`src/design/eurf_pkg.sv`:
```
// Shared types and constants for the encoder unwrap and rate filter block.
// No dependencies; imported by eurf_step_cell and encoder_unwrap_rate_filter.
`default_nettype none
package eurf_pkg;

    localparam int ANGLE_W = 13;
    localparam int STEP_W  = 14;
    localparam int TURNS_W = 24;
    localparam int POS_W   = 38;
    localparam int DEG_W   = 46;
    localparam int WORD_W  = 16;

    typedef logic        [ANGLE_W-1:0] t_angle;
    typedef logic signed [STEP_W-1:0]  t_step;
    typedef logic signed [TURNS_W-1:0] t_turns;
    typedef logic signed [POS_W-1:0]   t_pos;
    typedef logic signed [DEG_W-1:0]   t_deg;
    typedef logic signed [WORD_W-1:0]  t_word;

    localparam t_step  HALF_TURN_POS = 14'sd4096;
    localparam t_step  HALF_TURN_NEG = -14'sd4096;
    localparam t_step  FULL_TURN     = 14'h2000;
    localparam t_turns TURN_MAX      = 24'sh7FFFFF;
    localparam t_turns TURN_MIN      = 24'sh800000;

endpackage
`default_nettype wire

```
`src/design/encoder_unwrap_rate_filter.sv`:
```
// Top level: multi-turn unwrap, step history chain, averaged rate and degree output.
// Depends on eurf_pkg and eurf_step_cell.
//
//   channel | valid    | stall    | payload
//   --------+----------+----------+--------------------------------------------------
//   request | i_valid  | o_stall  | i_capture_bias i_raw_angle i_speed_rpm i_torque_current
//   result  | o_valid  | i_stall  | o_position o_turn_count o_step_rate o_filtered_rate
//           |          |          | o_angle_deg_q13 o_speed_out o_current_out
//
// One request per cycle while o_stall is low; results pass stage A and the output stage.
// Unwrap state and the step chain update in the accept cycle (no shift on a bias
// capture); stage two holds the reciprocal multiply for averaging and the degree scaling.
// Synchronous active-low reset clears all but payload registers at once; no clearing pass.
// A stalled result holds; requests keep flowing until both stages are full.
`default_nettype none
module encoder_unwrap_rate_filter #(
    parameter int RING_DEPTH = 8
) (
    input  wire                 i_clk,
    input  wire                 i_rst_n,
    input  wire                 i_valid,
    output logic                o_stall,
    input  wire                 i_capture_bias,
    input  eurf_pkg::t_angle    i_raw_angle,
    input  eurf_pkg::t_word     i_speed_rpm,
    input  eurf_pkg::t_word     i_torque_current,
    output logic                o_valid,
    input  wire                 i_stall,
    output eurf_pkg::t_pos      o_position,
    output eurf_pkg::t_turns    o_turn_count,
    output eurf_pkg::t_step     o_step_rate,
    output eurf_pkg::t_step     o_filtered_rate,
    output eurf_pkg::t_deg      o_angle_deg_q13,
    output eurf_pkg::t_word     o_speed_out,
    output eurf_pkg::t_word     o_current_out
);
    import eurf_pkg::*;

    localparam int SUM_W = $clog2(RING_DEPTH * 4096 + 1) + 1;
    localparam int MAG_W = SUM_W - 1;
    localparam int DW    = $clog2(RING_DEPTH) + 1;
    localparam int K     = MAG_W + DW;
    localparam logic [K:0] RECIP = (K+1)'((64'd1 << K) / RING_DEPTH + 64'd1);
    localparam int PROD_W = MAG_W + K + 1;

    logic en_a;
    logic en_o;
    logic acc;

    t_angle r_prev;
    t_angle r_bias;
    t_turns r_turns;
    logic signed [SUM_W-1:0] r_sum;

    t_angle n_prev;
    t_angle n_bias;
    t_turns n_turns;
    logic signed [SUM_W-1:0] n_sum;
    t_step  n_step;
    t_step  diff;
    t_pos   n_pos;
    t_pos   n_rel;
    logic   shift;

    t_step chain [RING_DEPTH+1];

    logic                    r_a_valid;
    t_pos                    r_a_pos;
    t_pos                    r_a_rel;
    t_turns                  r_a_turns;
    t_step                   r_a_step;
    logic signed [SUM_W-1:0] r_a_sum;
    t_word                   r_a_speed;
    t_word                   r_a_current;

    logic [MAG_W-1:0]  mag;
    logic [PROD_W-1:0] prod;
    t_step             quot;
    t_step             n_filt;
    t_deg              rel_x;
    t_deg              n_deg;

    logic   r_o_valid;
    t_pos   r_o_pos;
    t_turns r_o_turns;
    t_step  r_o_step;
    t_step  r_o_filt;
    t_deg   r_o_deg;
    t_word  r_o_speed;
    t_word  r_o_current;

    assign en_o    = !r_o_valid || !i_stall;
    assign en_a    = !r_a_valid || en_o;
    assign o_stall = !en_a;
    assign acc     = i_valid && en_a;
    assign shift   = acc && !i_capture_bias;

    // unwrap
    always_comb begin
        diff    = t_step'({1'b0, i_raw_angle}) - t_step'({1'b0, r_prev});
        n_turns = r_turns;
        n_bias  = r_bias;
        n_prev  = i_raw_angle;
        n_step  = '0;
        n_sum   = r_sum;
        if (i_capture_bias) begin
            n_bias = i_raw_angle;
        end else begin
            if (diff < HALF_TURN_NEG) begin
                n_step = diff + FULL_TURN;
                if (r_turns != TURN_MAX) begin
                    n_turns = r_turns + 24'sd1;
                end
            end else if (diff > HALF_TURN_POS) begin
                n_step = diff - FULL_TURN;
                if (r_turns != TURN_MIN) begin
                    n_turns = r_turns - 24'sd1;
                end
            end else begin
                n_step = diff;
            end
            n_sum = r_sum + SUM_W'(n_step) - SUM_W'(chain[RING_DEPTH]);
        end
        n_pos = {n_turns[TURNS_W-1], n_turns, i_raw_angle};
        n_rel = n_pos - t_pos'({1'b0, n_bias});
    end

    assign chain[0] = n_step;

    genvar g;
    generate
        for (g = 0; g < RING_DEPTH; g++) begin : g_cell
            eurf_step_cell u_cell (
                .i_clk   (i_clk),
                .i_rst_n (i_rst_n),
                .i_shift (shift),
                .i_step  (chain[g]),
                .o_step  (chain[g+1])
            );
        end
    endgenerate

    always_ff @(posedge i_clk) begin
        if (!i_rst_n) begin
            r_prev  <= '0;
            r_bias  <= '0;
            r_turns <= '0;
            r_sum   <= '0;
        end else if (acc) begin
            r_prev  <= n_prev;
            r_bias  <= n_bias;
            r_turns <= n_turns;
            r_sum   <= n_sum;
        end
    end

    // stage A
    always_ff @(posedge i_clk) begin
        if (!i_rst_n) begin
            r_a_valid <= 1'b0;
        end else if (en_a) begin
            r_a_valid <= i_valid;
        end
    end

    always_ff @(posedge i_clk) begin
        if (acc) begin
            r_a_pos     <= n_pos;
            r_a_rel     <= n_rel;
            r_a_turns   <= n_turns;
            r_a_step    <= n_step;
            r_a_sum     <= n_sum;
            r_a_speed   <= i_speed_rpm;
            r_a_current <= i_torque_current;
        end
    end

    // average and degree scaling
    always_comb begin
        mag    = r_a_sum[SUM_W-1] ? MAG_W'(-r_a_sum) : MAG_W'(r_a_sum);
        prod   = PROD_W'(mag) * PROD_W'(RECIP);
        quot   = prod[K +: STEP_W];
        n_filt = r_a_sum[SUM_W-1] ? -quot : quot;
        rel_x  = DEG_W'(r_a_rel);
        n_deg  = (rel_x <<< 8) + (rel_x <<< 6) + (rel_x <<< 5) + (rel_x <<< 3);
    end

    // output stage
    always_ff @(posedge i_clk) begin
        if (!i_rst_n) begin
            r_o_valid <= 1'b0;
        end else if (en_o) begin
            r_o_valid <= r_a_valid;
        end
    end

    always_ff @(posedge i_clk) begin
        if (en_o && r_a_valid) begin
            r_o_pos     <= r_a_pos;
            r_o_turns   <= r_a_turns;
            r_o_step    <= r_a_step;
            r_o_filt    <= n_filt;
            r_o_deg     <= n_deg;
            r_o_speed   <= r_a_speed;
            r_o_current <= r_a_current;
        end
    end

    assign o_valid         = r_o_valid;
    assign o_position      = r_o_pos;
    assign o_turn_count    = r_o_turns;
    assign o_step_rate     = r_o_step;
    assign o_filtered_rate = r_o_filt;
    assign o_angle_deg_q13 = r_o_deg;
    assign o_speed_out     = r_o_speed;
    assign o_current_out   = r_o_current;

    a_stall_full: assert property (@(posedge i_clk) disable iff (!i_rst_n)
        o_stall |-> (r_a_valid && r_o_valid))
        else $error("request stalled with a free stage");

    a_capture_prev: assert property (@(posedge i_clk) disable iff (!i_rst_n)
        (acc && i_capture_bias) |=> (r_prev == r_bias))
        else $error("capture did not align previous angle and bias");

    a_step_range: assert property (@(posedge i_clk) disable iff (!i_rst_n)
        r_a_valid |-> (r_a_step <= HALF_TURN_POS && r_a_step >= HALF_TURN_NEG))
        else $error("step outside half a turn");

    a_turn_delta: assert property (@(posedge i_clk) disable iff (!i_rst_n)
        acc |=> (r_turns == $past(r_turns) || r_turns == $past(r_turns) + 24'sd1 ||
                 r_turns == $past(r_turns) - 24'sd1))
        else $error("turn count moved by more than one");

    a_sum_hold: assert property (@(posedge i_clk) disable iff (!i_rst_n)
        !shift |=> (r_sum == $past(r_sum)))
        else $error("ring sum changed without a step");

endmodule
`default_nettype wire

```
`src/design/eurf_step_cell.sv`:
```
// One cell of the step history chain: holds one step, passes it on when shifted.
// Depends on eurf_pkg.
`default_nettype none
module eurf_step_cell (
    input  wire            i_clk,
    input  wire            i_rst_n,
    input  wire            i_shift,
    input  eurf_pkg::t_step i_step,
    output eurf_pkg::t_step o_step
);
    import eurf_pkg::*;

    t_step r_step;

    always_ff @(posedge i_clk) begin
        if (!i_rst_n) begin
            r_step <= '0;
        end else if (i_shift) begin
            r_step <= i_step;
        end
    end

    assign o_step = r_step;

endmodule
`default_nettype wire

```
`config.mk`:
```
export PLATFORM = sky130hd
export DESIGN_NAME = encoder_unwrap_rate_filter
export DESIGN_NICKNAME = d
export VERILOG_FILES = /design/src/design/eurf_pkg.sv /design/src/design/encoder_unwrap_rate_filter.sv /design/src/design/eurf_step_cell.sv
export SDC_FILE = /design/constraint.sdc
export NUM_CORES = 1
export LEC_CHECK = 0
export ABC_AREA = 1
export ABC_CLOCK_PERIOD_IN_PS = 10900
export BUFFER_PORTS_ARGS = -buffer_cell sky130_fd_sc_hd__buf_2
export CORE_MARGIN = 8
export CORE_UTILIZATION = 60
export CTS_CLUSTER_DIAMETER = 150
export DETAILED_ROUTE_END_ITERATION = 7
export PLACE_DENSITY = 0.92
export RECOVER_POWER = 100
export SYNTH_ARGS = -nofsm -noshare
export SYNTH_HDL_FRONTEND = slang
export SYNTH_SLANG_ARGS = --single-unit
```
`constraint.sdc`:
```
create_clock -name i_clk -period 10.9 [get_ports i_clk]
set_input_delay 1.09 -clock i_clk [delete_from_list [all_inputs] [get_ports i_clk]]
set_output_delay 1.09 -clock i_clk [all_outputs]
set_load 0.01 [all_outputs]
```
# Yosys cells after proc, flatten, opt, wreduce, memory -nomap -nowiden
# Index checks and enable logic that the tools add are counted.
dict set report totals {
  register_bits 510
  in_bits 50
  out_inout_bits 170
  word_cells 69
}
dict set report op_classes {
  addsub 13
  n_mul 1
  magnitude_cmp 2
  eq_ne 2
  mux 13
  reduce_logical 10
}
# cell count
set ops {}
lappend ops {{24-bit 2-to-1 mux} 5}
lappend ops {{14-bit 2-to-1 mux} 5}
lappend ops {{24-bit inequality test, second input constant} 2}
lappend ops {{46-bit by 41-bit adder with 46-bit output} 1}
lappend ops {{46-bit by 43-bit adder with 46-bit output} 1}
lappend ops {{46-bit by 44-bit adder with 46-bit output} 1}
lappend ops {{37-bit by 14-bit subtractor with 38-bit output} 1}
lappend ops {{16-bit by 18-bit multiplier with 34-bit output, second input constant} 1}
lappend ops {{24-bit by 2-bit adder with 24-bit output, second input constant} 1}
lappend ops {{24-bit by 2-bit subtractor with 24-bit output, second input constant} 1}
lappend ops {{17-bit by 14-bit adder with 17-bit output} 1}
lappend ops {{17-bit 2-to-1 mux} 1}
lappend ops {{17-bit by 14-bit subtractor with 17-bit output} 1}
lappend ops {{16-bit 2-to-1 mux} 1}
lappend ops {{16-bit negation} 1}
lappend ops {{14-bit adder, second input constant} 1}
lappend ops {{14-bit greater-than comparator, second input constant} 1}
lappend ops {{14-bit by 13-bit less-than comparator with 1-bit output, second input constant} 1}
lappend ops {{14-bit negation} 1}
lappend ops {{13-bit by 13-bit subtractor with 14-bit output} 1}
lappend ops {{14-bit subtractor, second input constant} 1}
lappend ops {{13-bit 2-to-1 mux} 1}
lappend ops {{1-bit logical NOT} 5}
lappend ops {{1-bit logical AND} 3}
lappend ops {{1-bit logical OR} 2}

# Depth between registers and ports, before layout
dict set report depth {
  depth_word 8
  ltp_mapped 29
  mapped_depth_nobuf 28
}

# Cells and area by module
# A second synthesis with hierarchy kept.
dict set report hier_totals {
  hier_cells 2734
  hier_area_um2 24737.5
}
# mod n_inst cells_each area_each_um2 seq_area_each_um2
set modules_own_cells {}
lappend modules_own_cells {encoder_unwrap_rate_filter 1 2030 20063.0 9729.3}
lappend modules_own_cells {eurf_step_cell 8 88 584.3 280.3}

# Worst setup path before layout
# OpenSTA, ideal clock, no wires.
dict set report synth_path {
  path_type {in2reg}
  from {in i_stall}
  to {reg r_o_deg[10], in the netlist o_angle_deg_q13[10], enable pin}
  setup_ns 0.685
  arrival_time_ns 7.845
  required_time_ns 10.215
  setup_slack_ns 2.370
  stages 1
  n_path_buf 0
  cell_sequence {a21oi_1}
}
dict set report synth_between {
  elab_chain_len 3
}
# element line_no
set synth_rtl {}
lappend synth_rtl {{start, declared} encoder_unwrap_rate_filter.sv:28} ;# input wire i_stall,
lappend synth_rtl {{1-bit logical NOT} encoder_unwrap_rate_filter.sv:92} ;# assign en_o = !r_o_valid || !i_stall;
lappend synth_rtl {{1-bit logical OR} encoder_unwrap_rate_filter.sv:92}
lappend synth_rtl {{1-bit logical AND} encoder_unwrap_rate_filter.sv:198} ;# if (en_o && r_a_valid) begin
lappend synth_rtl {{end signal, assigned} encoder_unwrap_rate_filter.sv:203} ;# r_o_deg <= n_deg;
lappend synth_rtl {{end, declared} encoder_unwrap_rate_filter.sv:88} ;# t_deg r_o_deg;
# Every way passes these cells.
# A chain may end at the register's enable or synchronous reset.

# Final worst setup path
dict set report layout_path {
  from {in i_stall}
  to {reg g_cell[2].u_cell.r_step[7]}
}
dict set report layout_between {
  elab_chain_len 5
}
# element line_no
set layout_rtl {}
lappend layout_rtl {{1-bit logical NOT} encoder_unwrap_rate_filter.sv:92}
lappend layout_rtl {{1-bit logical OR} encoder_unwrap_rate_filter.sv:92}
lappend layout_rtl {{1-bit logical OR} encoder_unwrap_rate_filter.sv:93} ;# assign en_a = !r_a_valid || en_o;
lappend layout_rtl {{1-bit logical AND} encoder_unwrap_rate_filter.sv:95} ;# assign acc = i_valid && en_a;
lappend layout_rtl {{1-bit logical AND} encoder_unwrap_rate_filter.sv:96} ;# assign shift = acc && !i_capture_bias;
lappend layout_rtl {{end signal, assigned} eurf_step_cell.sv:19} ;# r_step <= i_step;
lappend layout_rtl {{end, declared} eurf_step_cell.sv:13} ;# t_step r_step;
# Every way passes these cells.

==> results.toml <==
[outcome]
status = "finished, violations left"
violations = "max-capacitance violations, max-slew violations"

[place]
dp_hpwl_mm = 38.9
routabilityCongestion = 0.889
portBuffers = 216

[synthesis]
synth-seq-cells = 459
synth-edff-count = 278
synth_area_leader_cell = "edfxtp_1"
synth_top_area_share_pct = 35.1
syn_avg_cell_area_um2 = 9.55
ys_warn_count = 0
netlist_area_um2 = 23800
async_flop_share_pct = 0
synthFlopType = "edfxtp_1"
netlist-cell-type-count = 52
ys_top_cells_by_count = "nand2_1 (362), nor2_1 (346), edfxtp_1 (278)"
synth.most_common_cell = "nand2_1"
synth.area.top_cells = "edfxtp_1 (35%), dfxtp_1 (15%), fa_1 (7.5%)"
yosysSeqAreaShare_pct = 50.4
synthCells = 2488

[timing]
setup_viol = 0
setup-tns-final_ns = 0
skew_ns = 0.0409
tightest_slew_ns = 4.29
finalMaxSlewViolations = 538
grt_setup_unrepaired = "false"
final_hold_viol_count = 0
min_period_ns = 7.26
fin_crit_sh_pct = 66.6
fmax_ghz = 0.138
relSlewSlack_pct = -186

[setup_path]
rr_endpoint = "g_cell[2].u_cell.o_step[7]$_SDFFE_PN0P_"
r2r_slack_ns = 3.89
crit_type = "primary input to flip-flop"
endpoint = "g_cell[2].u_cell.o_step[7]$_SDFFE_PN0P_"
r2r_start = "r_a_valid$_SDFFE_PN0N_"
required_ns = 11.43
r2r_cells = 9
cp.arrival_ns = 7.79
startpoint = "i_stall"
cp-end-kind = "flip-flop"
cp-start-kind = "primary input"
cp_max_fo = 96

[clocking]
cts_tree = "built"
h-tree-depth = 2
clkLatencyLatePin_ns = 0.61
cts_setup_buffers = 0
cts.reportedPaths.clkPinSlew_ns = 0.06
numCtsBuffers = 45
cts_sinks = 459
cts_buffer_depth = 3
hold_buffers = 0
cts_resized = 0
clockRootBuffer = "clkbuf_16"

[floorplan]
dieWidth_um = 215
core_um2 = 39500
ios = 220
start_util_pct = 60.2
fp.dieArea_um2 = 46200
fp.dieH_um = 215
rows = 73

[cells_and_area]
nNetsFinal = 2889
num_antenna_cells = 0
final_layout_size_suffix_gt1_share_pct = 5.34
synthToLayoutAreaGrowth_pct = 10.1

[routing]
wl_per_cell_um = 17.4
drc_errors = 0
first_pass_iters = 6
wirelength_mm = 56.2
drtIter0Drc = 1653
vias = 17900
viasPerCell = 5.55
ant_nets = 0

[grt]
grt_pass1_wl_mm = 91.4
grt_util_met3_pct = 4.27
grt_overflow = 0
grt-busiest-layer = "met2"
grtUsageTotal_pct = 23.9
antenna_found_initial = 0
met2_usage_pct = 42.3
grt_max_degree = 117
grt_pass1_vias = 18000
met1_usage_pct = 28.6

[power]
leakagePower_nw = 11.2
vdd_drop_max_mv = 0.155
p_total_mw = 6.82
power_density_nw_per_um2 = 261

[job]
cap_violations = 9

[worst_hold_path]
hold_path.class = "flip-flop to flip-flop"
registers in the layout (all words and copies together), names as in the netlist:
name,count
o_current_out,16
r_sum,17
g_cell.u_cell.o_step,112
r_bias,13
o_step_rate,14
o_speed_out,16
r_a_sum,17
r_a_speed,16
o_filtered_rate,14
r_a_rel,38
r_a_step,14
r_a_pos,37
o_angle_deg_q13,43
r_a_current,16
o_position,37
r_prev,13
o_valid,1
r_turns,24
r_a_valid,1
cell usage in the layout, fill, tap and decap left out, types with 34 or more instances in the layout:
cell type    n
nand2_1    378
nor2_1     352
inv_1      278
edfxtp_1   278
o21ai_0    222
clkbuf_1   201
dfxtp_1    181
a21oi_1    139
ha_1        92
fa_1        89
nand3_1     81
xor2_1      70
clkbuf_16   45
buf_2       34
layer usage:
layer | part of all wire [%] | wire length, µm
met1 | 40 | 22200
met2 | 50 | 28200
met3 | 6.8 | 3810
met4 | 3.5 | 1960
met5 | 0 | 0
final cells by class:
type	instances	area, µm²
fill	3029	13300
sequential	459	12000
multi-input combinational	1640	10100
clock buffer	58	1190
inverter	286	1080
timing repair buffer	226	898
tap	525	657
clock inverter	26	270
through the flow:
step	util, %	worst slack [ns]	hold slack (ns)	area (µm²)	cells
after detailed placement	63.5	5.21	0.405	25100	3136
after CTS	67.2	5.82	0.396	26500	3220
final	66.3	3.64	0.394	26200	3220
after global placement	63.5	5.33	0.400	25100	3136
after floorplan	-	2.37	0.400	23800	2490
after global routing	66.3	2.83	0.393	26200	3220
cells by family (layout without fill, tap and decap cells):
| kind of cell | count (synthesis) | in the layout | synth area share, % |
|---|---|---|---|
| flip-flops | 459 | 459 | 50.4 |
| other | 1 | 3 | 0.0158 |
| XOR/XNOR | 101 | 101 | 3.72 |
| AO/OA/AOI/OAI | 436 | 436 | 9.98 |
| AND/OR/NAND/NOR | 908 | 908 | 16.2 |
| buffers and inverters | 391 | 596 | 6.85 |
| multiplexers | 11 | 11 | 0.463 |
| adder cells (fa/ha/maj) | 181 | 181 | 12.3 |
worst max-delay path: stages:
cell	delay [ns]
clkbuf_1	0.09
nand2_1	0.10
nor2_1	0.07
inv_1	0.10
nand2_2	0.05
clkbuf_1	1.15
nor2_1	1.93
clkbuf_1	2.43
o21ai_0	0.45
nor2_1	0.22
power by group:
part	internal [mW]	switching, mW	total, mW	leakage (nW)
Clock	0.861	0.688	1.55	0.703
Combinational	1.03	1.82	2.85	6.35
Sequential	2.26	0.159	2.42	4.19
worst min path at each step:
stage / end / slack [ns] / depth (start not counted) / startpoint
after floorplan: o_current_out[0]$_DFFE_PP_ / 0.40 / 0 / r_a_current[0]$_DFFE_PP_
after global placement: o_speed_out[5]$_DFFE_PP_ / 0.40 / 0 / r_a_speed[5]$_DFFE_PP_
after detailed placement: o_position[34]$_DFFE_PP_ / 0.40 / 0 / r_a_pos[34]$_DFFE_PP_
after CTS: o_step_rate[12]$_DFFE_PP_ / 0.40 / 0 / r_a_step[12]$_DFFE_PP_
after global routing: o_step_rate[12]$_DFFE_PP_ / 0.39 / 0 / r_a_step[12]$_DFFE_PP_
final: o_step_rate[12]$_DFFE_PP_ / 0.39 / 0 / r_a_step[12]$_DFFE_PP_
Note: power is estimated with default switching activity, not from simulation.
